[src/sscc_ram.sv]
`default_nettype none

module sscc_ram #(
    parameter int  WIDTH = 32,
    parameter int  DEPTH = 16,
    localparam int AW    = (DEPTH > 1) ? $clog2(DEPTH) : 1
) (
    input  wire logic             i_clk,
    input  wire logic             i_we,
    input  wire logic [AW-1:0]    i_waddr,
    input  wire logic [WIDTH-1:0] i_wdata,
    input  wire logic [AW-1:0]    i_raddr,
    output logic      [WIDTH-1:0] o_rdata
);

    logic [WIDTH-1:0] r_mem [DEPTH];

    always_ff @(posedge i_clk) begin
        if (i_we) begin
            r_mem[i_waddr] <= i_wdata;
        end
    end

    always_ff @(posedge i_clk) begin
        o_rdata <= r_mem[i_raddr];
    end

endmodule

`default_nettype wire

[config.mk]
export PLATFORM = sky130hd
export DESIGN_NAME = sscc_ram
export DESIGN_NICKNAME = d
export VERILOG_FILES = /design/src/sscc_ram.sv
export SDC_FILE = /design/constraint.sdc
export NUM_CORES = 1
export LEC_CHECK = 0
export BUFFER_PORTS_ARGS = -buffer_cell sky130_fd_sc_hd__buf_2
export CORE_ASPECT_RATIO = 1.5
export CORE_UTILIZATION = 45
export DETAILED_ROUTE_END_ITERATION = 10
export GPL_ROUTABILITY_DRIVEN = 0
export GPL_TIMING_DRIVEN = 0
export HOLD_SLACK_MARGIN = 0.12
export PLACE_DENSITY = 0.67
export SLEW_MARGIN = 20
export SYNTH_ARGS = -nofsm -noshare
export SYNTH_HDL_FRONTEND = slang
export SYNTH_SLANG_ARGS = --single-unit
[constraint.sdc]
create_clock -name i_clk -period 4.44 [get_ports i_clk]
set_input_delay 1.332 -clock i_clk [delete_from_list [all_inputs] [get_ports i_clk]]
set_output_delay 1.332 -clock i_clk [all_outputs]
set_load 0.005 [all_outputs]
# Yosys cells after proc, flatten, opt, wreduce, memory -nomap -nowiden
# Memories as Yosys holds them, arrays and structs flattened. A register that Yosys moved wholly into a read port is not among the register bits.
# Cells that the tools add are included.
dict set report totals {
  out_inout_bits 32
  n_memories 1
  reg_bits 0
  wordCells 3
  input_bits 42
  ram_bits 512
}
dict set report classes {
  muxes 2
}
# memory depth word_bits rd rd_clocked_by_memory_dff write_ports line
set memory_table {}
lappend memory_table {r_mem 16 32 1 1 1 16} ;# logic [WIDTH-1:0] r_mem [DEPTH];
# operator n
set ops {}
lappend ops {{$mux 1} 2}

# Logic depth before layout (Yosys ltp)
dict set report depth {
  word_depth 2
  ltp_mapped 5
}

# Worst setup path after synthesis
# OpenSTA, ideal clock, no wires.
dict set report synth_timing {
  path_type {input-to-reg}
  from {input port i_waddr[2]}
  to {memory r_mem[0][0] (enable)}
  cell_stages 2
  t_arrival_ns 4.050
  path_slack_ns -0.072
  t_required_ns 3.979
  setup_time_ns 0.461
  path_buffers 0
  path_cell_list {or3b_2 > nor3_1}
}
# element line
set synth_lines {}
lappend synth_lines {{start: declaration} 10} ;# input wire logic [AW-1:0] i_waddr,
lappend synth_lines {{end: declaration} 16}
# Straight into the memory's write port.

# Worst setup path after layout
dict set report layout_timing {
  from {input port i_waddr[3]}
  to {memory r_mem[4][30] (enable)}
}
# Straight into the memory's write port.

==> reports/qor.yml <==
status: "finished clean"
cts_max_path_buffers: 3
regArea_um2: 16000
synth-adder-area-share: 0
clock-root-buffer: "clkbuf_16"
stdcell_count: 1604
ir_worst_vdd_uv: 246
worst_pin_slew_ns: 0.947
syn2layout_area_growth_pct: 16.9
maxCapViolCount: 0
worst_hold_path.endpoint: "o_rdata[2]"
post_cts_resized: 0
path_class: "input port to flop"
chipHeight_um: 259
ant_nets: 0
vias_per_cell: 5.75
post_drt_wl_per_cell_um: 26.1
antenna_found_initial: 2
first_iter_violations: 774
fmax_mhz: 372
regToRegSetupSlack_ns: 3.05
core_area_um2: 43300
syn_area_um2: 19900
rsz0062_at_grt: "no"
reg2reg_depth: 3
ioPinCount: 74
avgSynthCellArea_um2: 23.7
hp-class: "flop to flop"
fin_worst_skew_ns: 0.00878
required_ns: 4.71
fp-row-count: 93
fin_ws_ns: 1.75
synth_top_area_frac: 0.774
dr_total_vias: 9224
hold_path_depth: 3
htree_levels: 2
synthMuxAreaShare: 0.145
dp_slack_ns: 1.14
fin_nets: 1039
start_kind: "input port"
portBuffers: 71
dp_hpwl_um: 26300
drt_wl_total_um: 41800
drv_slew: 0
route.detailed.drc: 0
finalSetupViolations: 0
hold_viol: 0
die-area_um2: 45000
cts_tree: "built"
postCtsHoldBufs: 0
numClockSinks: 544
worstReg2RegStart: "r_mem[3][10]"
multi_input_area_um2: 3730
die_w_um: 174
synth_top_family_by_area: "multiplexers"
synth_xor_area_frac: 0
grt_usage: 0.191
initial_core_util: 0.459
placed_cell_area_um2: 21700
fin_crit_sh: 0.606
syn_inst: 838
overflow: 0
reg2reg_to: "o_rdata[10]"
crit_arrival_ns: 2.96
grt_pass1_vias: 9604
synth-simple-area-share: 0.0127
power_density_nw_per_um2: 445
synth_compound_area_frac: 0.0242
relSlewSlack: 0.369
post_cts_buffers: 0
syn-num-nets: 880
p_leak_nw: 7.47
finalPower_w: 0.0103
clkSlewWorstSetupHoldPaths_ns: 0.06
synth_cell_types: 18
clock_latency_ns: 0.57
worstHoldStart: "r_mem[14][2]"
grt_pass1_wl_um: 61900
stdcell_area_um2: 23200
yosysTopAreaCell: "edfxtp_1"
dpl.cell_count: 1516
worstPathMaxFanout: 7
endpoint_kind: "flop"
layout-drive-gt1-share: 0.330
synth-seq-area-share: 0.807
nFillCells: 3293
synthTopCellsByArea: "edfxtp_1 (77%), mux4_2 (15%), dfxtp_1 (3.2%), a22oi_1 (2.4%), nand2_1 (0.62%)"
cts_buffers: 49
grt_max_degree: 19
n_antenna_cell: 0
min_period_ns: 2.69
ys_ff_latch: 544
yosysWarningCount: 0
drt_pass1_iterations: 5
## area by class of cell
| type | count | share of cell area |
|---|---|---|
| Buffer | 43 | 0.00960 |
| Clock buffer | 70 | 0.0584 |
| Clock inverter | 18 | 0.00679 |
| Multi-Input combinational cell | 251 | 0.161 |
| Sequential cell | 544 | 0.690 |
| Tap cell | 570 | 0.0307 |
| Timing Repair Buffer | 108 | 0.0435 |
## metal layers
layer / vias to the layer above / share of wire / GRT usage
met5: - / 0.00062 / 0
li1: 3884 / - / -
met2: 388 / 0.51 / 0.328
met1: 4871 / 0.39 / 0.247
met4: 4 / 0.027 / 0.0683
met3: 77 / 0.063 / 0.0328
## worst max path at each step
stage / slack, ns / from / end / cells past startpoint
4_1_cts: 1.73 / i_waddr[3] / r_mem[4][26] / 6
3_5_place_dp: 1.14 / i_waddr[3] / r_mem[4][26] / 6
5_1_grt: 1.67 / i_waddr[3] / r_mem[4][30] / 6
3_3_place_gp: -2.61 / i_we / r_mem[12][23] / 3
6_report: 1.75 / i_waddr[3] / r_mem[4][30] / 6
2_1_floorplan: 0.23 / i_waddr[2] / r_mem[8][0] / 2
## cell usage after synthesis
cell / number
edfxtp_1: 512
buf_6: 2
clkbuf_1: 17
buf_1: 9
nor2b_1: 2
or3b_2: 1
buf_2: 4
nand3b_1: 2
nand3_1: 1
nor3_1: 4
buf_4: 11
dfxtp_1: 32
nand2_1: 33
a22oi_1: 64
mux4_2: 128
nand2b_1: 2
nor2_1: 13
and2_1: 1
## state kept, by name, indices dropped and copies added, names as in the netlist
signal   cells
r_mem      512
o_rdata     32
## cells in the final DEF (no fill, tap or decap), drive strengths merged, types with 2 or more instances in the layout
master / n
a22oi: 64
buf: 134
bufinv: 2
clkbuf: 87
clkinv: 13
dfxtp: 32
edfxtp: 512
inv: 3
mux4: 128
nand2: 33
nand2b: 2
nand3b: 2
nor2: 13
nor2b: 2
nor3: 4
## power by group
| part | total, W | internal (W) | switching, W | leakage, nW |
|---|---|---|---|---|
| combinational | 0.000528 | 0.000223 | 0.000305 | 1.83 |
| sequential | 0.00576 | 0.00574 | 0.0000271 | 4.89 |
| clock | 0.00404 | 0.00225 | 0.00180 | 0.749 |
| total | 0.0103 | 0.00821 | 0.00213 | 7.47 |
## critical path: stages
cell      delay (ns)
buf_2           0.12
nand3b_1        0.36
nor3_2          0.50
buf_4           0.25
buf_4           0.18
buf_4           0.21
## per-stage QoR
stage,hold WS (ns),utilization,setup TNS (ns)
floorplan,0.635,-,0
CTS,0.670,0.536,0
finish,0.672,0.536,0
detailed placement,0.662,0.501,0
global route,0.692,0.536,0
global placement,0.647,0.483,-540.91
## logic make-up (layout without fill, tap and decap cells)
kind of cell / Yosys count / after routing
mux: 128 / 128
compound gates: 64 / 64
buf+inv: 43 / 239
flops: 544 / 544
simple gates: 59 / 59
Power figures use the tool's default switching activity.
