### config.mk
export PLATFORM = sky130hd
export DESIGN_NAME = sscc_dist
export DESIGN_NICKNAME = d
export VERILOG_FILES = /design/src/sscc_pkg.sv /design/src/sscc_dist.sv
export SDC_FILE = /design/constraint.sdc
export NUM_CORES = 2
export LEC_CHECK = 0
export BUFFER_PORTS_ARGS = -buffer_cell sky130_fd_sc_hd__buf_2
export CORE_ASPECT_RATIO = 0.75
export CORE_MARGIN = 3
export CORE_UTILIZATION = 50
export DETAILED_ROUTE_END_ITERATION = 10
export PLACE_DENSITY = 0.67
export SLEW_MARGIN = 20
export SYNTH_ARGS = -nofsm -noshare
export SYNTH_HDL_FRONTEND = slang
export SYNTH_SLANG_ARGS = --single-unit
### constraint.sdc
create_clock -name i_clk -period 13.8 [get_ports i_clk]
set_input_delay 0.69 -clock i_clk [delete_from_list [all_inputs] [get_ports i_clk]]
set_output_delay 0.69 -clock i_clk [all_outputs]
set_load 0.02 [all_outputs]
### src/sscc_pkg.sv
`default_nettype none

package sscc_pkg;

    // default sizes
    localparam int DEF_MAX_STATES    = 64;
    localparam int DEF_MAX_MOLECULES = 16;
    localparam int DEF_CONC_BITS     = 32;

    // fixed field widths
    localparam int SEP_W     = 64;
    localparam int NUM_MOL_W = 5;
    localparam int CFG_IDX_W = 1;
    localparam int TYPE_W    = 3;
    localparam int CONC_W    = 32;
    localparam int STATUS_W  = 2;
    localparam int MATCH_W   = 6;
    localparam int COUNT_W   = 7;
    localparam int CLASS_W   = 7;

    // register reset values (threshold is 1.0e-4 in q32.32)
    localparam logic [SEP_W-1:0]     SEP_RESET     = 64'd429497;
    localparam logic [NUM_MOL_W-1:0] NUM_MOL_RESET = 5'd1;

    // register indexes
    localparam logic [CFG_IDX_W-1:0] CFG_SEP     = 1'b0;
    localparam logic [CFG_IDX_W-1:0] CFG_NUM_MOL = 1'b1;

    // actions
    localparam logic ACT_CLEAR = 1'b0;
    localparam logic ACT_ELEM  = 1'b1;

    // stability types that are counted
    localparam int NUM_TYPES = 6;
    localparam logic [TYPE_W-1:0] TYPE_STABLE = 3'd0;
    localparam logic [TYPE_W-1:0] TYPE_SADDLE = 3'd2;
    localparam logic [TYPE_W-1:0] TYPE_OSC    = 3'd3;
    localparam logic [TYPE_W-1:0] TYPE_ZERO   = 3'd4;
    localparam logic [TYPE_W-1:0] TYPE_OTHER  = 3'd5;

    // result status codes
    localparam logic [STATUS_W-1:0] STAT_NEW  = 2'd0;
    localparam logic [STATUS_W-1:0] STAT_DUP  = 2'd1;
    localparam logic [STATUS_W-1:0] STAT_FULL = 2'd2;

    // classification codes
    localparam int CODE_OSC          = 0;
    localparam int CODE_SINGLE       = 1;
    localparam int CODE_ILL          = 8;
    localparam int CODE_OSC_STABLE   = 9;
    localparam int OSC_STABLE_STATES = 3;

    typedef struct packed {
        logic valid;
        logic first;
        logic last;
    } t_tag;

    typedef enum logic [2:0] {
        ST_IDLE,
        ST_SCAN,
        ST_DECIDE,
        ST_COPY,
        ST_FIN,
        ST_RESULT
    } t_state;

endpackage

`default_nettype wire

### src/sscc_dist.sv
`default_nettype none

module sscc_dist #(
    parameter int CONC_BITS = 32,
    parameter int IW        = 6
) (
    input  wire logic                 i_clk,
    input  wire logic                 i_rst_n,
    input  wire logic                 i_flush,
    input  wire sscc_pkg::t_tag       i_tag,
    input  wire logic [IW-1:0]        i_idx,
    input  wire logic [CONC_BITS-1:0] i_a,
    input  wire logic [CONC_BITS-1:0] i_b,
    output sscc_pkg::t_tag            o_tag,
    output logic [IW-1:0]             o_idx,
    output logic [sscc_pkg::SEP_W-1:0] o_sum
);

    localparam int SQ_W = 2 * CONC_BITS;

    // stage a lines up with the memory read data
    sscc_pkg::t_tag r_tag_a, r_tag_b, r_tag_c;
    logic [IW-1:0]  r_idx_a, r_idx_b, r_idx_c;
    logic [SQ_W-1:0] r_sq;
    logic [sscc_pkg::SEP_W-1:0] r_acc;

    logic [CONC_BITS-1:0]       w_diff;
    logic [sscc_pkg::SEP_W-1:0] w_sq_ext;
    logic [sscc_pkg::SEP_W:0]   w_add;
    logic [sscc_pkg::SEP_W-1:0] n_acc;

    always_comb begin
        w_diff   = (i_a > i_b) ? (i_a - i_b) : (i_b - i_a);
        w_sq_ext = sscc_pkg::SEP_W'(r_sq);
        w_add    = {1'b0, r_acc} + {1'b0, w_sq_ext};
        if (r_tag_b.first) begin
            n_acc = w_sq_ext;
        end else if (w_add[sscc_pkg::SEP_W]) begin
            n_acc = '1;
        end else begin
            n_acc = w_add[sscc_pkg::SEP_W-1:0];
        end
    end

    always_ff @(posedge i_clk) begin
        if (!i_rst_n || i_flush) begin
            r_tag_a <= '0;
            r_tag_b <= '0;
            r_tag_c <= '0;
        end else begin
            r_tag_a <= i_tag;
            r_tag_b <= r_tag_a;
            r_tag_c <= r_tag_b;
        end
    end

    always_ff @(posedge i_clk) begin
        r_idx_a <= i_idx;
        r_idx_b <= r_idx_a;
        r_idx_c <= r_idx_b;
        r_sq    <= w_diff * w_diff;
        if (r_tag_b.valid) begin
            r_acc <= n_acc;
        end
    end

    assign o_tag = r_tag_c;
    assign o_idx = r_idx_c;
    assign o_sum = r_acc;

endmodule

`default_nettype wire

# Word level (Yosys, flattened, before mapping)
# Cells that the tools add are included.
# Widths: inputs -> output; s select.
totals:
  regBits: 155
  in_bits: 76
op_classes:
  addsub: 3
  mul: 1
  order_cmp: 1
  muxes: 3
  reduce_logical: 2
op_table:
  columns: ["op", "n"]
  rows:
  - ["$mux 64", 2]
  - ["$add 64x64->65", 1]
  - ["$mul 32x32->64", 1]
  - ["$sub 32x32->32", 2]
  - ["$gt 32x32->1", 1]
  - ["$mux 32", 1]
  - ["$logic_not 1->1", 1]
  - ["$logic_or 1x1->1", 1]

# Depth between registers and ports, before layout
depth:
  word_depth: 3
  depth_mapped: 46
  mapped_depth_nobuf: 42

# Worst setup path after synthesis
# No wires, ideal clock.
synth_timing:
  path_kind: "in2reg"
  start: "in i_a[0]"
  end: "reg r_sq[61]"
  setup_ns: 0.072
  arrival_time_ns: 10.213
  t_required_ns: 13.728
  slack_ns: 3.515
  path_stages: 40
  path_buffers: 5
  cell_sequence: "inv_1 > ha_1 > inv_1 > fa_1 > nand3_1 > a21oi_1 > nor3_4 > nor3_1 > o41ai_4 > buf_4 > buf_6 > mux2i_1 > xnor2_2 > buf_2 > buf_2 > nand2_1 > fa_1 > inv_1 > [... 4 more ...] > inv_1 > fa_1 > fa_1 > fa_1 > fa_1 > ha_1 > clkbuf_1 > a21oi_1 > a21boi_0 > a311oi_1 > o22ai_1 > a211oi_1 > o31ai_2 > a221o_1 > a21oi_1 > o21ai_0 > a21oi_1 > xnor2_1"
synth_between:
  elab_chain_len: 3
  elab_cells_between_ends: 5
  classes_between: "add/sub (2); mul (1); order compare (1); mux (1)"
synth_rtl:
  columns: ["element", "line_no", "source"]
  rows:
  - ["start, declared", "sscc_dist.sv:12", "input wire logic [CONC_BITS-1:0] i_a,"]
  - ["$sub 32x32->32 / $gt 32x32->1 (equally long branches)", "sscc_dist.sv:33", "w_diff = (i_a > i_b) ? (i_a - i_b) : (i_b - i_a);"]
  - ["$mux 32 *", "sscc_dist.sv:33", null]
  - ["$mul 32x32->64 *", "sscc_dist.sv:61", "r_sq <= w_diff * w_diff;"]
  - ["end signal, assigned", "sscc_dist.sv:61", null]
  - ["end, declared", "sscc_dist.sv:24", "logic [SQ_W-1:0] r_sq;"]
# Mark *: on every way between the ends. The rest lies on a longest branch, timed or not.
# A chain may end at the register's enable or synchronous reset.

# Worst setup path in the final report
# Same ends and word-level chain as after synthesis.

==> out/qor.txt <==
Drt total wl: 117000 µm
Max Transition Viols Final: 0
Initial DRC count: 2700
Maxcap violations: 0
CP arrival: 12530 ps
Maximum clock frequency: 0.0822 GHz
Vias: 31400
CP Data Required Time: 14160 ps
Tcrit/Tclk final: 88.1%
Clock root cell: clkbuf_16
CP most frequent cell: fa_1
Cell area after synthesis: 40900 µm²
Longest Clk Path Bufs: 2
Post-Syn Area per Cell: 8.92 µm²
Worst setup SP type: input pin
Initial core utilization: 50.7%
Final nets: 5918
Share of the synthesized area in the top cell type: 39.0%
Clock skew: 12.4 ps
Slowest CP cell: o41ai_4
Hold Startpoint: r_idx_b[5]
Global-route wire length before repair: 184000 µm
Wire length per cell: 20.5 µm
Relative slew slack: 22.2%
Worst Tran Pin Value: 1160 ps
Die area: 85300 µm²
Min cycle time layout: 12160 ps
Num CTS Buffers: 17
Leading post-synthesis cells by cell area: fa_1 (39%), ha_1 (13%), inv_1 (9.8%)
Synth async-reset ratio: 0%
Cell count after synthesis: 4586
Synth cell types: 91
Die H: 254 µm
Largest area contributor in the synthesized netlist: fa_1
Vias per cell: 5.51
Sink Count: 154
Setup TNS: 0 ps
Final Hold Fails: 0
Register bit total from synthesis: 154
Crit. End Element: register
H-tree depth: 4
Sequential share of the synthesized area: 9.10%
Setup Fix Bufs, Post-CTS: 0
CTS hold repair buffers: 0
Post-CTS sizing: 0
Commonest cells post-synth: inv_1 (1071), fa_1 (797), ha_1 (416)
Die X: 336 µm
Critical Path Fanout Max: 15
WS Path Type: input pin to register
CP max stage delay: 950 ps
Post-DP HPWL: 95100 µm
Share of layout cells above drive strength 1: 7.84%
Initial antenna violation count: 1
First-pass DRT Iterations: 7
Residual DRC: 0
Area Overhead vs Synth: 5.76%
Remaining Overflow, GRT: 0
Post-synth EDFFs: 64
Vias in the first global route: 32100
Largest net degree at the start of global routing: 63
Core Area: 80700 µm²
Syn nets: 5875
Unrepaired setup endpoints after global routing: no
Most numerous cell in the Yosys netlist: inv_1
Post-synth top flop: dfxtp_1
R2r startpoint: o_sum[13]
Hold WC Path Type: register to register
GRT Util Overall: 28.1%
I/O Buffers: 148
CTS tree: done
Final Setup Violations: 0
Start point of the critical path: i_a[0]
DRT antenna net count: 0
Clk_lat worst skew: 440 ps
Io pins: 149
Clk slew on worst S/H paths: 60 ps
Outcome: completed
Syn. warnings: 0
# rows: 90
GPL Wtd Cong: 0.954
registers in the layout, summed over array words and instances, names as in the netlist:
register	flops
r_idx_b	6
o_tag	3
r_idx_a	6
r_tag_a	3
r_sq	63
o_sum	64
o_idx	6
r_tag_b	3
path summary, 6_finish.rpt:
kind | slack (ps) | to | cells after the start
max | 1640 | r_sq[61] | 40
min | 320 | o_idx[5] | 0
max reg2reg | 8940 | o_sum[49] | 14
min reg2reg | 320 | o_idx[5] | 0
layout by cell type, fill, tap and decap left out, drive strengths merged, types with 7 or more instances in the layout:
cell,synthesis,layout
nand3,35,35
a31oi,24,24
o221ai,7,7
and2,12,12
a221oi,9,9
xnor2,120,120
nor2,386,386
o21ai,124,124
a21o,97,97
inv,1103,1105
o31ai,7,7
nor3,76,76
a21oi,277,277
dfxtp,90,90
and4,8,8
clkbuf,71,19
clkinv,0,8
buf,114,209
nor4,7,7
nand2b,34,34
or2,9,9
nand2,336,336
a21boi,9,9
a211oi,26,26
o31a,11,11
xor2,69,69
nand4,45,45
edfxtp,64,64
a31o,8,8
mux2i,14,14
o21bai,29,29
nor2b,43,43
and3,22,22
ha,416,416
o21a,23,23
fa,797,797
stage by stage:
stage / util [%] / std cells / area [µm²] / setup slack [ps] / hold slack [ps]
after floorplan: - / 4586 / 40900 / 3510 / 310
after global placement: 52.8 / 5668 / 42700 / 1420 / 310
after detailed placement: 52.8 / 5668 / 42700 / 1360 / 312
after CTS: 53.6 / 5700 / 43300 / 1750 / 327
after global routing: 53.6 / 5700 / 43300 / 1060 / 330
final: 53.6 / 5702 / 43300 / 1640 / 325
layer usage:
layer  up-vias  track usage (%)  routed length (µm)
met2      1366             42.0               50300
li1      14300                -                   -
met5         -                0                   0
met4         0             6.60                3110
met1     15500             40.6               50600
met3       205             7.97               12900
critical path, delay by kind of cell:
kind	cells	cell delay [ps]
fa+ha+maj	11	4890
compound gates	13	3750
buf+inv	9	1630
simple gates	4	820
mux	1	440
xor+xnor	2	290
logic make-up (layout without fill, tap and decap cells):
kind of cell / count (synthesis) / in the layout / synth area share [%]
AOI/OAI and AO/OA: 697 / 697 / 10.8
buffers and inverters: 1288 / 1344 / 12.3
xor gates and xnor gates: 189 / 189 / 4.38
and+or+nand+nor: 1029 / 1029 / 11.3
adders and majority gates: 1213 / 1213 / 51.7
DFF: 154 / 154 / 9.10
muxes: 16 / 16 / 0.398
other: 0 / 2 / 0
layout make-up:
cell class / count / area (µm²)
fill: 7400 / 37500
multi-input combinational: 3144 / 32300
inverter: 1103 / 4140
sequential: 154 / 3730
tap: 1058 / 1320
timing repair buffer: 209 / 1200
clock buffer: 19 / 443
clock inverter: 13 / 145
antenna: 2 / 5.00
Power is not shown: default switching activity piles up to over one toggle a cycle in this logic, so the estimate is an artifact.
